## config.mk

```make
export PLATFORM = sky130hd
export DESIGN_NAME = simd_queue
export DESIGN_NICKNAME = d
export VERILOG_FILES = /design/src/assert_macros.svh /design/src/simd_queue.sv
export SDC_FILE = /design/constraint.sdc
export NUM_CORES = 1
export LEC_CHECK = 0
export BUFFER_PORTS_ARGS = -buffer_cell sky130_fd_sc_hd__buf_2
export CORE_UTILIZATION = 55
export CTS_CLUSTER_SIZE = 25
export DETAILED_ROUTE_END_ITERATION = 10
export GPL_TIMING_DRIVEN = 0
export PLACE_DENSITY = 0.83
export RECOVER_POWER = 50
export SLEW_MARGIN = 20
export SYNTH_ARGS = -nofsm -noshare
export SYNTH_HDL_FRONTEND = slang
export SYNTH_SLANG_ARGS = --single-unit
```

## constraint.sdc

```tcl
create_clock -name clk -period 3.5 [get_ports clk]
set_clock_uncertainty 0.1 [all_clocks]
set_input_delay 0 -clock clk [delete_from_list [all_inputs] [get_ports clk]]
set_output_delay 0 -clock clk [all_outputs]
set_load 0.03 [all_outputs]
```

## src/assert_macros.svh

```systemverilog
// Assertion macros used by the decoder back end.
// Active unless SYNTH is defined; no other dependencies.
`ifndef ASSERT_MACROS_SVH
`define ASSERT_MACROS_SVH
`ifndef SYNTH
`define ASSERT_IMPL(label, clk, rst, ante, cons) \
  label: assert property (@(posedge clk) disable iff (rst) (ante) |-> (cons)) \
    else $error("assertion failed");
`define ASSERT_NEVER(label, clk, rst, cond) \
  label: assert property (@(posedge clk) disable iff (rst) !(cond)) \
    else $error("assertion failed");
`else
`define ASSERT_IMPL(label, clk, rst, ante, cons)
`define ASSERT_NEVER(label, clk, rst, cond)
`endif
`endif

```

## src/simd_queue.sv

```systemverilog
// Two-entry queue for events or results between the decoder parts.
// Depends on nothing.
`timescale 1ns / 1ps
module simd_queue #(
  parameter int unsigned WIDTH = 34
) (
  input  logic             clk,
  input  logic             rst,
  input  logic             wr,
  input  logic [WIDTH-1:0] wdata,
  output logic             full,
  input  logic             rd,
  output logic [WIDTH-1:0] rdata,
  output logic             empty
);
  logic [WIDTH-1:0] mem [2];
  logic wp, rp;
  logic [1:0] cnt;
  assign full = (cnt == 2'd2);
  assign empty = (cnt == 2'd0);
  assign rdata = mem[rp];
  // Advance pointers per beat
  always_ff @(posedge clk) begin
    if (rst) begin
      wp <= 1'b0; rp <= 1'b0; cnt <= 2'd0;
    end else begin
      if (wr && !full) begin
        wp <= ~wp;
      end
      if (rd && !empty) rp <= ~rp;
      cnt <= cnt + 2'(wr && !full) - 2'(rd && !empty);
    end
  end
  always_ff @(posedge clk) begin
    if (wr && !full) mem[wp] <= wdata;
  end
endmodule

```

; ---- Word-level counts from Yosys, hierarchy flattened
; Memories as Yosys holds them, arrays and structs flattened. A register that Yosys moved wholly into a read port is not among the register bits.
; Cells that the tools add are included.
; W data, S select, Z words.
[totals]
register_bits = 4
latch_bits = 0
ram_bits = 68
mem_bits_ro = 0
input_bits = 38
output_inout_bits = 36
wordCells = 18
n_memories = 1
[memory_table]
columns = memory, words, word_bits, rd, rd_ports_with_merged_regs, write_ports, line
row1 = mem, 2, 34, 1, 1, 1, simd_queue.sv:16  ; logic [WIDTH-1:0] mem [2];
[op_classes]
n_addsub = 2
multipliers = 0
div_mod_pow = 0
magnitude_cmp = 0
eq_ne = 1
shifts = 0
mux = 4
n_bitwise = 2
n_reduce_logical = 5
[op_table]
columns = cell, n
row1 = $mux W1, 4
row2 = $add A2 B1 Y2, 1
row3 = $eq A2 B2 Y1 const B, 1
row4 = $logic_and A1 B1 Y1, 2
row5 = $logic_not A1 Y1, 2
row6 = $logic_not A2 Y1, 1
row7 = $not A1 Y1, 2
row8 = $sub A2 B1 Y2, 1

; ---- Longest topological paths before layout
[logic_depth]
word_depth = 5
mapped_depth = 8
depth_no_buf = 8

; ---- Worst setup path before layout
; OpenSTA, ideal clock, no wires.
[synth_path]
path_kind = reg-to-reg
from = reg cnt[0]
to = mem mem[0][0] (enable)
setup_ps = 389
t_arrival_ps = 1586
required_ps = 3011
path_slack_ps = 1426
stages_incl_launch_ff = 5
n_path_buf = 0
synth_period_minus_slack_ps = 2074
cell_sequence = dfxtp_1 > nand2b_2 > inv_2 > or3_1 > inv_1
[synth_between]
elab_chain_len = 5
[synth_lines]
columns = item, line
row1 = "start, declared", simd_queue.sv:18  ; logic [1:0] cnt;
row2 = "start signal, assigned", simd_queue.sv:31  ; cnt <= cnt + 2'(wr && !full) - 2'(rd && !empty);
row3 = $eq A2 B2 Y1, simd_queue.sv:19  ; assign full = (cnt == 2'd2);
row4 = via full, simd_queue.sv:11  ; output logic full,
row5 = $logic_not A1 Y1, simd_queue.sv:35  ; if (wr && !full) mem[wp] <= wdata;
row6 = $logic_and A1 B1 Y1, simd_queue.sv:35
row7 = $mux W1, simd_queue.sv:35
row8 = $mux W1 (not written as such), simd_queue.sv:35
row9 = "end, declared", simd_queue.sv:16
; The timed path passes the listed nets, and every way through them passes these cells.

==> run summary <==
Pins Over Slew Limit -> 0
Startpoint Class -> register
GRT Resource Usage Total -> 0.192
CTS tree -> yes
Finish-stage setup viols -> 0
Cells after Synth -> 133
Initial antenna violation count -> 0
Worst-Margin Slew -> 809 ps
Die area -> 0.00516 mm^2
Vias per cell -> 4.77
Leakage -> 0.00133 uW
Clock transition at the registers of the reported paths -> 60 ps
IO Pins -> 74
RSZ-0062 raised after global routing -> no
Max-cap viol count -> 0
Worst path arrival time -> 2040 ps
Cell variety after synth -> 21
Core area -> 0.00472 mm^2
CTS buffer count -> 9
Synth top area share -> 0.761
DR vias -> 1555
Relative slew slack -> 0.461
Wirelength, routed -> 4700 um
CP required -> 3400 ps
Global-route wire length before repair -> 7160 um
Clock Path Buffers -> 2
Syn_nets -> 173
Main synth FF type -> edfxtp_1
Port-buffer cells -> 73
EDFF count, synth -> 68
Max Fanout on Critical Path -> 10
Post-CTS Hold Buffers -> 37
Setup TNS -> 0 ps
Final Util -> 0.766
Layout area overhead -> 34.8%
Die X -> 71.9 um
Top cell type by total area after synthesis -> edfxtp_1
Final period utilization -> 0.610
Post-cts sizing count -> 0
Hold_sp -> wr
Average wire per standard cell -> 14.4 um
Antenna Nets Post-Route -> 0
Worst setup path class -> reg -> out
Mean Syn Cell Area -> 20.2 um^2
Area contributors post-synth -> edfxtp_1 76%, mux2_2 14%, dfxtp_1 3.7%
Mapped Area -> 0.00268 mm^2
P per Cell Area -> 715 mW/mm^2
Placer Congestion -> 0.714
Fin crit period -> 2140 ps
Synth warn -> 0
H-Tree Depth -> 3
Top cells by instance count after synthesis -> 68 x edfxtp_1, 34 x mux2_2, 5 x dfxtp_1, 4 x nor2_1, 3 x inv_1
DRC -> 0
Clock Tree Root -> clkbuf_8
Post-CTS Repair Setup Buffers -> 0
Hold WC Path Type -> in -> reg
Yosys reg bits -> 73
Post-DP Area -> 0.00313 mm^2
Ratio of cells with drive above 1 in the final layout -> 0.359
Starting Density -> 0.568
Clk_lat worst skew -> 320 ps
Largest net degree at the start of global routing -> 35
Sequential area share after synthesis -> 0.798
Achievable frequency -> 468 MHz
Die Ht -> 71.9 um
Antenna fix cells -> 0
CTS Sinks -> 73
CP endpoint kind -> output pin
Number of fill cells -> 305
Initial DRT Pass Iterations -> 5
Iteration-0 DRC count of the detailed router -> 42
Final Hold Vio Count -> 0
Post-route cell area -> 0.00362 mm^2
Count leader, synth -> edfxtp_1
FP Rows -> 25
Detailed placement HPWL -> 2710 um
Max VDD drop -> 0.508 mV
Status -> finished clean
Final #Nets -> 294
Post-synth ARST share -> 0
Vias in the first global route -> 1610
GRT Residual Overflow -> 0
FF-to-FF Start -> cnt[0]$_SDFF_PP0_
==> routing by layer <==
layer | vias to the layer above | share of wire | track usage
li1 | 753 | - | -
met1 | 753 | 0.37 | 0.197
met2 | 42 | 0.57 | 0.369
met3 | 7 | 0.040 | 0.0591
met4 | 0 | 0.013 | 0.0588
met5 | - | 0 | 0
==> flip-flops by register name, summed over array words and instances (netlist names), named ones only <==
register	flops
wp	1
mem	68
rp	1
cnt	2
==> per-stage QoR <==
stage	setup slack [ps]	power, uW	hold slack (ps)	std cells
after detailed placement	1540	2060	91.3	273
after global placement	1120	2040	87.7	273
after global routing	1200	2710	191	326
after floorplan	1430	1830	-30.9	133
final	1360	2590	154	326
after CTS	1530	2640	144	326
==> path summary, 6_finish.rpt <==
path | cells after the start | to | slack (ps)
min | 6 | cnt[1]$_SDFF_PP0_ | 150
min reg2reg | 2 | rp$_SDFFE_PP0P_ | 420
max | 4 | rdata[24] | 1360
max reg2reg | 4 | mem[0][25]$_DFFE_PP_ | 1560
==> worst max-delay path, stage by stage (launching register included) <==
cell	delay, ps
dfxtp_1	310
clkbuf_1	290
clkbuf_1	500
mux2_2	400
clkbuf_1	210
==> area by class of cell <==
cell class              count  area [um^2]  area share
flip-flops and latches     73         2140       0.592
repair buffers            110          698       0.193
multi-input cells          52          502       0.139
clock buffers              15          156      0.0432
well taps                  67         83.8      0.0232
plain buffers               4         16.3     0.00450
inverters                   4         15.0     0.00415
clock inverters             1         5.00     0.00138
==> cell families (layout without fill, tap and decap cells) <==
| group | after synthesis | after routing | synth area share |
|---|---|---|---|
| flip-flops | 73 | 73 | 0.798 |
| XOR/XNOR | 2 | 2 | 0.00653 |
| buffers and inverters | 8 | 134 | 0.0149 |
| AND/OR/NAND/NOR | 11 | 11 | 0.0219 |
| adder cells (fa/ha/maj) | 2 | 2 | 0.00932 |
| AO/OA/AOI/OAI | 3 | 3 | 0.00652 |
| multiplexers | 34 | 34 | 0.143 |
==> cells in the final DEF, fill, tap and decap left out, types with 2 or more instances in the layout <==
master	count
edfxtp_1	68
buf_2	44
clkbuf_1	38
dlygate4sd3_1	37
mux2_2	34
clkbuf_8	10
dfxtp_1	5
nor2_1	4
inv_2	2
inv_1	2
ha_1	2
==> report_power, final <==
| part | leakage [uW] | internal [uW] | total [uW] | switching (uW) |
|---|---|---|---|---|
| Clock | 0.0000817 | 278 | 545 | 267 |
| Sequential | 0.000676 | 1120 | 1150 | 38.8 |
| Combinational | 0.000574 | 311 | 888 | 577 |
| Total | 0.00133 | 1700 | 2590 | 883 |
Power figures use the tool's default switching activity.
