$ cat config.mk
export PLATFORM = sky130hd
export DESIGN_NAME = simd_front
export DESIGN_NICKNAME = d
export VERILOG_FILES = /design/src/assert_macros.svh /design/src/simd_pkg.sv /design/src/simd_front.sv
export SDC_FILE = /design/constraint.sdc
export NUM_CORES = 1
export LEC_CHECK = 0
export BUFFER_PORTS_ARGS = -buffer_cell sky130_fd_sc_hd__buf_4
export CAP_MARGIN = 40
export CORE_ASPECT_RATIO = 2
export CORE_UTILIZATION = 52
export CTS_BUF_LIST = sky130_fd_sc_hd__clkbuf_16
export DETAILED_ROUTE_END_ITERATION = 10
export GPL_TIMING_DRIVEN = 0
export PLACE_DENSITY = 0.71
export SLEW_MARGIN = 20
export SYNTH_ARGS = -nofsm -noshare
export SYNTH_HDL_FRONTEND = slang
export SYNTH_SLANG_ARGS = --single-unit
$ cat constraint.sdc
create_clock -name clk -period 5.1 [get_ports clk]
set_clock_uncertainty 0.1 [all_clocks]
set_input_delay 1.02 -clock clk [delete_from_list [all_inputs] [get_ports clk]]
set_output_delay 1.02 -clock clk [all_outputs]
set_load 0.01 [all_outputs]
$ cat src/assert_macros.svh
// Assertion macros used by the decoder back end.
// Active unless SYNTH is defined; no other dependencies.
`ifndef ASSERT_MACROS_SVH
`define ASSERT_MACROS_SVH
`ifndef SYNTH
`define ASSERT_IMPL(label, clk, rst, ante, cons) \
  label: assert property (@(posedge clk) disable iff (rst) (ante) |-> (cons)) \
    else $error("assertion failed");
`define ASSERT_NEVER(label, clk, rst, cond) \
  label: assert property (@(posedge clk) disable iff (rst) !(cond)) \
    else $error("assertion failed");
`else
`define ASSERT_IMPL(label, clk, rst, ante, cons)
`define ASSERT_NEVER(label, clk, rst, cond)
`endif
`endif

$ cat src/simd_pkg.sv
// Types and codes for the shaft index and mark decoder.
// No dependencies.
`timescale 1ns / 1ps
package simd_pkg;
  localparam int unsigned NUM_REGS = 8;
  localparam logic [2:0] REG_NOMINAL = 3'd0;
  localparam logic [2:0] REG_WINDOW  = 3'd1;
  localparam logic [2:0] REG_CD      = 3'd2;
  localparam logic [2:0] REG_RST     = 3'd3;
  localparam logic [2:0] REG_INIT    = 3'd4;
  localparam logic [2:0] REG_REJECT  = 3'd5;
  localparam logic [2:0] REG_MIN     = 3'd6;
  localparam logic [2:0] REG_MAX     = 3'd7;

  localparam logic [2:0] MK_NONE       = 3'd0;
  localparam logic [2:0] MK_COUNT_UP   = 3'd1;
  localparam logic [2:0] MK_COUNT_DOWN = 3'd2;

  localparam logic [2:0] FLT_NONE          = 3'd0;
  localparam logic [2:0] FLT_INDEX_MISSING = 3'd1;
  localparam logic [2:0] FLT_UNEXPECTED    = 3'd2;
  localparam logic [2:0] FLT_DUPLICATE     = 3'd3;
  localparam logic [2:0] FLT_TOO_FAST      = 3'd4;
  localparam logic [2:0] FLT_TOO_SLOW      = 3'd5;

  typedef struct packed {
    logic [31:0] sample_time;
    logic        index_on;
    logic        mark_on;
  } sample_t;

  typedef struct packed {
    logic [2:0]  recognised_mark;
    logic        in_sync;
    logic [2:0]  fault_code;
    logic [15:0] angle_centideg;
    logic [31:0] measured_revolution;
    logic [31:0] revolution_total;
    logic [2:0]  latest_mark;
    logic [31:0] latest_mark_time;
  } result_t;

  // Classified sample handed from front to back.
  typedef struct packed {
    logic [31:0] now;
    logic        index_rise;
    logic        mark_rise;
  } event_t;

  typedef struct packed {
    logic [31:0] nominal;
    logic [15:0] window;
    logic [31:0] cd;
    logic [31:0] rst_off;
    logic [31:0] init_off;
    logic [31:0] reject_off;
    logic [31:0] min_rev;
    logic [31:0] max_rev;
  } cfg_t;
endpackage

$ cat src/simd_front.sv
// Front end: edge detection and debounce of the index and mark sensors.
// Depends on simd_pkg.
`timescale 1ns / 1ps
module simd_front #(
  parameter int unsigned DEBOUNCE_TIME = 1000
) (
  input  logic              clk,
  input  logic              rst,
  input  logic              in_valid,
  input  simd_pkg::sample_t in_data,
  output simd_pkg::event_t  ev
);
  import simd_pkg::*;
  logic        index_prev, mark_prev;
  logic [31:0] index_edge_time, mark_edge_time;
  logic        ie, me;

  always_comb begin
    ie = in_data.index_on && !index_prev &&
         ((in_data.sample_time - index_edge_time) >= 32'(DEBOUNCE_TIME));
    me = in_data.mark_on && !mark_prev &&
         ((in_data.sample_time - mark_edge_time) >= 32'(DEBOUNCE_TIME));
    ev.now = in_data.sample_time;
    ev.index_rise = ie;
    ev.mark_rise = me;
  end

  // Advance edge history on each accepted beat
  always_ff @(posedge clk) begin
    if (rst) begin
      index_prev <= 1'b0;
      mark_prev <= 1'b0;
      index_edge_time <= 32'd0;
      mark_edge_time <= 32'd0;
    end else if (in_valid) begin
      index_prev <= in_data.index_on;
      mark_prev <= in_data.mark_on;
      if (ie) index_edge_time <= in_data.sample_time;
      if (me) mark_edge_time <= in_data.sample_time;
    end
  end
endmodule

# [Yosys cells after proc, flatten, opt, wreduce, memory -nomap -nowiden]
# Index checks and enable logic that the tools add are counted.
[word_totals] out_inout_bits=34 elab_cells=16 mem_bits_rw=0 latch_bits=0 mem_bits_ro=0 mem_count=0 reg_bits=66
[op_classes] div=0 add_sub_neg=2 n_reduce_logical=8 magnitude_cmp=2 n_mul=0 shifts=0 n_eq_ne=0 n_bitwise=0 mux=0
[op_table] op="$ge A32 B10 Y1 const B" n=2
[op_table] op="$sub A32 B32 Y32" n=2
[op_table] op="$logic_and A1 B1 Y1" n=4
[op_table] op="$reduce_and A2 Y1" n=2
[op_table] op="$logic_not A1 Y1" n=2

# [Depth between registers and ports, before layout]
[depth] word_depth=4 ltp_mapped=15

# [Worst setup path before layout]
# No wires, ideal clock.
[synth_path] path_kind="input to output" start="input in_data[2] (netlist name)" end="output ev[0] (netlist name)" setup_slack_ps=314 path_buffers=1 t_required_ps=3980 arrival_ps=3666 stages=15 cell_sequence="inv_1 -> ha_1 -> inv_1 -> fa_1 -> a211oi_2 -> o21ai_1 -> a21oi_1 -> o31ai_1 -> a21o_1 -> a311oi_1 -> mux2_2 -> nand4_1 -> nor2_1 -> nor3b_1 -> buf_4"
[synth_via] elab_chain_cells=3
[synth_lines] element="start: declaration" line_no="simd_front.sv:10" rtl="input simd_pkg::sample_t in_data,"
[synth_lines] element="$sub A32 B32 Y32" line_no="simd_front.sv:22" rtl="((in_data.sample_time - mark_edge_time) >= 32'(DEBOUNCE_TIME));"
[synth_lines] element="$ge A32 B10 Y1" line_no="simd_front.sv:22"
[synth_lines] element="$logic_and A1 B1 Y1" line_no="simd_front.sv:21" rtl="me = in_data.mark_on && !mark_prev &&"
[synth_lines] element="end: declaration" line_no="simd_front.sv:11" rtl="output simd_pkg::event_t ev"
# No other way between the ends.

# [Worst setup path in the final report]
# Ends and elaborated chain as after synthesis.

==> flow_metrics.py <==
metrics = {
    "yosys": {
        "netlist.area_leader.share_pct": 17.8,
        "synthFlopType": "sky130_fd_sc_hd__dfxtp_1",
        "synth_cell_type_count": 77,
        "synth-compound-area-share_pct": 23.8,
        "mappedNetlistNets": 1089,
        "synth_simple_gate_area_share_pct": 24.5,
        "synth_sequential_area_ratio_pct": 17.8,
        "post_synth.cell_area_avg_sq_um": 7.53,
        "async_reset_ff_share_pct": 0,
        "ys.warnings.count": 0,
        "synth-adder-area-share_pct": 11.0,
        "count_of_mapped_cells_out_of_synthesis": 988,
        "ys_seq_elements": 66,
        "synth_area_leader_cell": "sky130_fd_sc_hd__dfxtp_1",
        "post_synth_instance_area_sq_um": 7440,
        "synthMuxAreaShare_pct": 10.4,
        "synth-edff-count": 0,
        "synth_area_leaders": "sky130_fd_sc_hd__dfxtp_1 18%, sky130_fd_sc_hd__ha_1 10%, sky130_fd_sc_hd__mux2i_1 9.8%",
        "synth_top_family_by_area": "simple AND/OR/NAND/NOR gates",
        "post_synth_xor_area_fraction_pct": 2.12,
    },
    "power_and_ir_drop": {
        "clock_power_share_pct": 30.0,
        "seqPwrFrac_pct": 28.2,
        "peakVddDrop_mv": 0.227,
        "p_leak_nw": 3.66,
        "total_power_mw": 1.99,
        "switch_share_pct": 36.1,
        "internal-power_mw": 1.27,
        "p_comb_share_pct": 41.8,
        "net-switching-power_mw": 0.717,
        "power.density_nw_per_um2": 224,
    },
    "setup_path": {
        "critical_path_buf_inv_count": 11,
        "r2r_cells": 15,
        "cp_common_cell": "sky130_fd_sc_hd__buf_4",
        "r2r_slack_ns": 1.23,
        "slowest_cell_on_the_critical_path": "sky130_fd_sc_hd__fa_2",
        "worstSetupPathDepth": 22,
        "critical_path.endpoint": "ev[0]",
        "crit_type": "in -> out",
        "worst_path_dominant_cell_family": "buffers and inverters",
        "worst_setup_path_start_kind": "primary input",
        "cp_cell_sequence": "buf_8, inv_8, ha_4, inv_2, fa_2, a211oi_4, buf_4, buf_4, buf_4, buf_4, buf_4, buf_4, buf_4, nor2b_1, a22oi_1, nand3_1, o21ai_1, nor4_1, nand4_1, nor2_1, nor3b_2, buf_6",
        "worst_ep_arrival_time_ns": 4.05,
        "crit_path_max_incr_delay_ns": 0.37,
        "r2r_start": "mark_edge_time[0]$_SDFFE_PP0P_",
        "setup.worst_path.start": "in_data[2]",
        "worst-endpoint-required_ns": 3.98,
        "cp_max_fanout": 3,
        "critPathCaptureType": "output port",
        "reg_to_reg_endpoint": "mark_edge_time[23]$_SDFFE_PP0P_",
    },
    "sta": {
        "report.final.setup_viol": 1,
        "timing.final.max_slew_violations": 0,
        "hold_ws_ns": 0.375,
        "transition_at_the_pin_with_the_smallest_max_transition_slack_ns": 0.571,
        "final_min_period_over_clock_period_pct": 101,
        "grt_setup_unrepaired": "yes",
        "layout_setup_ws_ns": -0.0695,
        "max_clock_freq_ghz": 0.193,
        "final_period_minus_worst_setup_slack_ns": 5.17,
        "timing.final.hold_violations": 0,
        "worst_slew_margin_relative_to_its_limit_pct": 61.0,
    },
    "floorplan": {
        "die_w_um": 86.6,
        "die_height_um": 171,
        "core.rowCount": 61,
        "ios": 71,
        "initial_core_util_pct": 53.3,
        "die_area_sq_um": 14800,
        "core_area_sq_um": 14000,
    },
    "place": {
        "place_congestion": 0.932,
        "post_dp_cell_area_sq_um": 8200,
        "post-place-ws_ns": -0.619,
        "placement.io_buffers": 69,
        "dp.final_hpwl_mm": 17.9,
    },
    "drt": {
        "met3_wirelength_um": 669,
        "remaining_drc_errors": 0,
        "detail_route.wirelength.met1_mm": 8.16,
        "routed-via-count": 7565,
        "drt-total-wl_mm": 22.6,
        "drt-pass1-iter-count": 4,
        "drt-vias-per-instance": 5.90,
        "route.met2.wl_mm": 12.8,
        "1st_iter_drt_viols": 305,
        "antenna_violating_nets_post_route": 0,
        "avg_wl_per_cell_um": 17.6,
        "top_signal_layer_used": "met4",
    },
    "finish": {
        "area_delta_synth_final_pct": 18.9,
        "area.sequential_sq_um": 1320,
        "multi_input_comb_area_sq_um": 5520,
        "post_route_cells_drive_above_1_share_pct": 19.4,
        "antennaDiodeCount": 0,
        "layout_common_cells": "126 x sky130_fd_sc_hd__buf_4, 103 x sky130_fd_sc_hd__nand2b_1, 74 x sky130_fd_sc_hd__a21oi_1",
        "final_design_area_no_fill_sq_um": 8850,
        "filler_cell_count": 1327,
        "mostFrequentLayoutCell": "sky130_fd_sc_hd__buf_4",
        "layout.nets": 1190,
    },
    "global_routing": {
        "grt_pass1_wl_mm": 35.4,
        "gr-usage-all-layers_pct": 30.8,
        "antenna_found_initial": 0,
        "grt_start_max_net_pins": 12,
        "grt_pass1_vias": 7384,
        "overflow": 0,
    },
    "clocking": {
        "root_buf_cell": "sky130_fd_sc_hd__clkbuf_16",
        "cts_buffers": 9,
        "clock_latency_ns": 0.33,
        "clk_pin_slew_worst_paths_ns": 0.05,
        "max-clock-path-buffers": 2,
        "clock_sink_count": 66,
        "htree_num_levels": 3,
        "cts-hold-fix-buffers": 0,
        "cts_tree": "yes",
    },
    "worst_hold_path": {
        "timing.hold.worst.class": "reg -> reg",
    },
    "outcome": {
        "violated_checks": "setup timing",
        "run_status": "finished with violations",
    },
    "job": {
        "cap_viol_max_count": 0,
    },
}
==> cells by family after synthesis <==
logic type | after synthesis
simple gates | 338
compound gates | 269
buf+inv | 156
mux | 77
flops | 66
fa+ha+maj | 64
xor+xnor | 18
==> final cells by class <==
type / count / share of cell area, %
multi-input cells: 766 / 62.3
flip-flops and latches: 66 / 14.9
repair buffers: 96 / 8.36
plain buffers: 78 / 5.36
inverters: 72 / 3.14
well taps: 189 / 2.67
clock buffers: 9 / 2.54
clock inverters: 6 / 0.664
==> Yosys cell counts (5+ instances only) <==
library cell / n
sky130_fd_sc_hd__a211o_1: 6
sky130_fd_sc_hd__o21ai_1: 11
sky130_fd_sc_hd__o21ai_0: 52
sky130_fd_sc_hd__nand4_1: 26
sky130_fd_sc_hd__o21bai_1: 6
sky130_fd_sc_hd__or3_1: 11
sky130_fd_sc_hd__clkbuf_1: 25
sky130_fd_sc_hd__nand3_1: 13
sky130_fd_sc_hd__ha_1: 62
sky130_fd_sc_hd__nor2b_1: 8
sky130_fd_sc_hd__buf_2: 19
sky130_fd_sc_hd__inv_1: 72
sky130_fd_sc_hd__a21oi_1: 77
sky130_fd_sc_hd__a21o_1: 19
sky130_fd_sc_hd__nor2_1: 51
sky130_fd_sc_hd__a211oi_1: 11
sky130_fd_sc_hd__o22ai_1: 5
sky130_fd_sc_hd__nor4_1: 7
sky130_fd_sc_hd__mux2i_1: 73
sky130_fd_sc_hd__o21a_1: 15
sky130_fd_sc_hd__xor2_1: 7
sky130_fd_sc_hd__nand2b_1: 103
sky130_fd_sc_hd__dfxtp_1: 66
sky130_fd_sc_hd__xnor2_1: 11
sky130_fd_sc_hd__buf_4: 36
sky130_fd_sc_hd__and3_1: 8
sky130_fd_sc_hd__o211ai_1: 7
sky130_fd_sc_hd__nand2_1: 68
sky130_fd_sc_hd__nor3_1: 19
==> layer usage <==
layer	up-vias	global-route usage, %
met3	71	2.88
met1	3583	28.9
met5	-	0
li1	3713	-
met4	0	14.0
met2	198	63.8
==> per-stage QoR <==
| stage | util (%) | cells | setup TNS (ns) |
|---|---|---|---|
| 6_report | 63.4 | 1282 | -0.0695 |
| 5_1_grt | 63.4 | 1282 | -0.192 |
| 4_1_cts | 62.5 | 1282 | -0.0673 |
| 3_5_place_dp | 58.7 | 1246 | -1.23 |
| 3_3_place_gp | 58.7 | 1246 | -1.29 |
| 2_1_floorplan | - | 988 | 0 |
==> power by group through the flow <==
stage               sequential (mW)  combinational, mW  clock [mW]
global route                  0.562              0.906       0.624
finish                        0.560              0.831       0.596
CTS                           0.559              0.797       0.599
detailed placement            0.570              0.756           0
floorplan                     0.564              0.550           0
global placement              0.569              0.750           0
==> worst min path at each step <==
stage / start / end / slack [ns] / cells after the start
floorplan: index_edge_time[12]$_SDFFE_PP0P_ / index_edge_time[12]$_SDFFE_PP0P_ / 0.35 / 2
global placement: index_edge_time[21]$_SDFFE_PP0P_ / index_edge_time[21]$_SDFFE_PP0P_ / 0.36 / 2
detailed placement: index_edge_time[18]$_SDFFE_PP0P_ / index_edge_time[18]$_SDFFE_PP0P_ / 0.37 / 2
CTS: index_edge_time[18]$_SDFFE_PP0P_ / index_edge_time[18]$_SDFFE_PP0P_ / 0.38 / 2
global route: mark_edge_time[11]$_SDFFE_PP0P_ / mark_edge_time[11]$_SDFFE_PP0P_ / 0.40 / 2
finish: index_edge_time[18]$_SDFFE_PP0P_ / index_edge_time[18]$_SDFFE_PP0P_ / 0.37 / 2
==> registers in the layout, indices dropped and copies added, names as in the netlist <==
name and cells:
index_edge_time 32, index_prev 1, mark_edge_time 32, mark_prev 1
==> tightest hold or removal path, delay by kind of cell (launching register included) <==
kind,cells,cell delay (ns)
and+or+nand+nor,1,0.06
muxes,1,0.06
DFF,1,0.31
==> repair_timing <==
| action | in CTS | in global routing |
|---|---|---|
| pin swaps | 19 | 15 |
| resized for setup | 22 | 23 |
| buffers inserted | 23 | 4 |
| endpoints found under the setup margin | 2 | 2 |
Note: power is estimated with default switching activity, not from simulation.
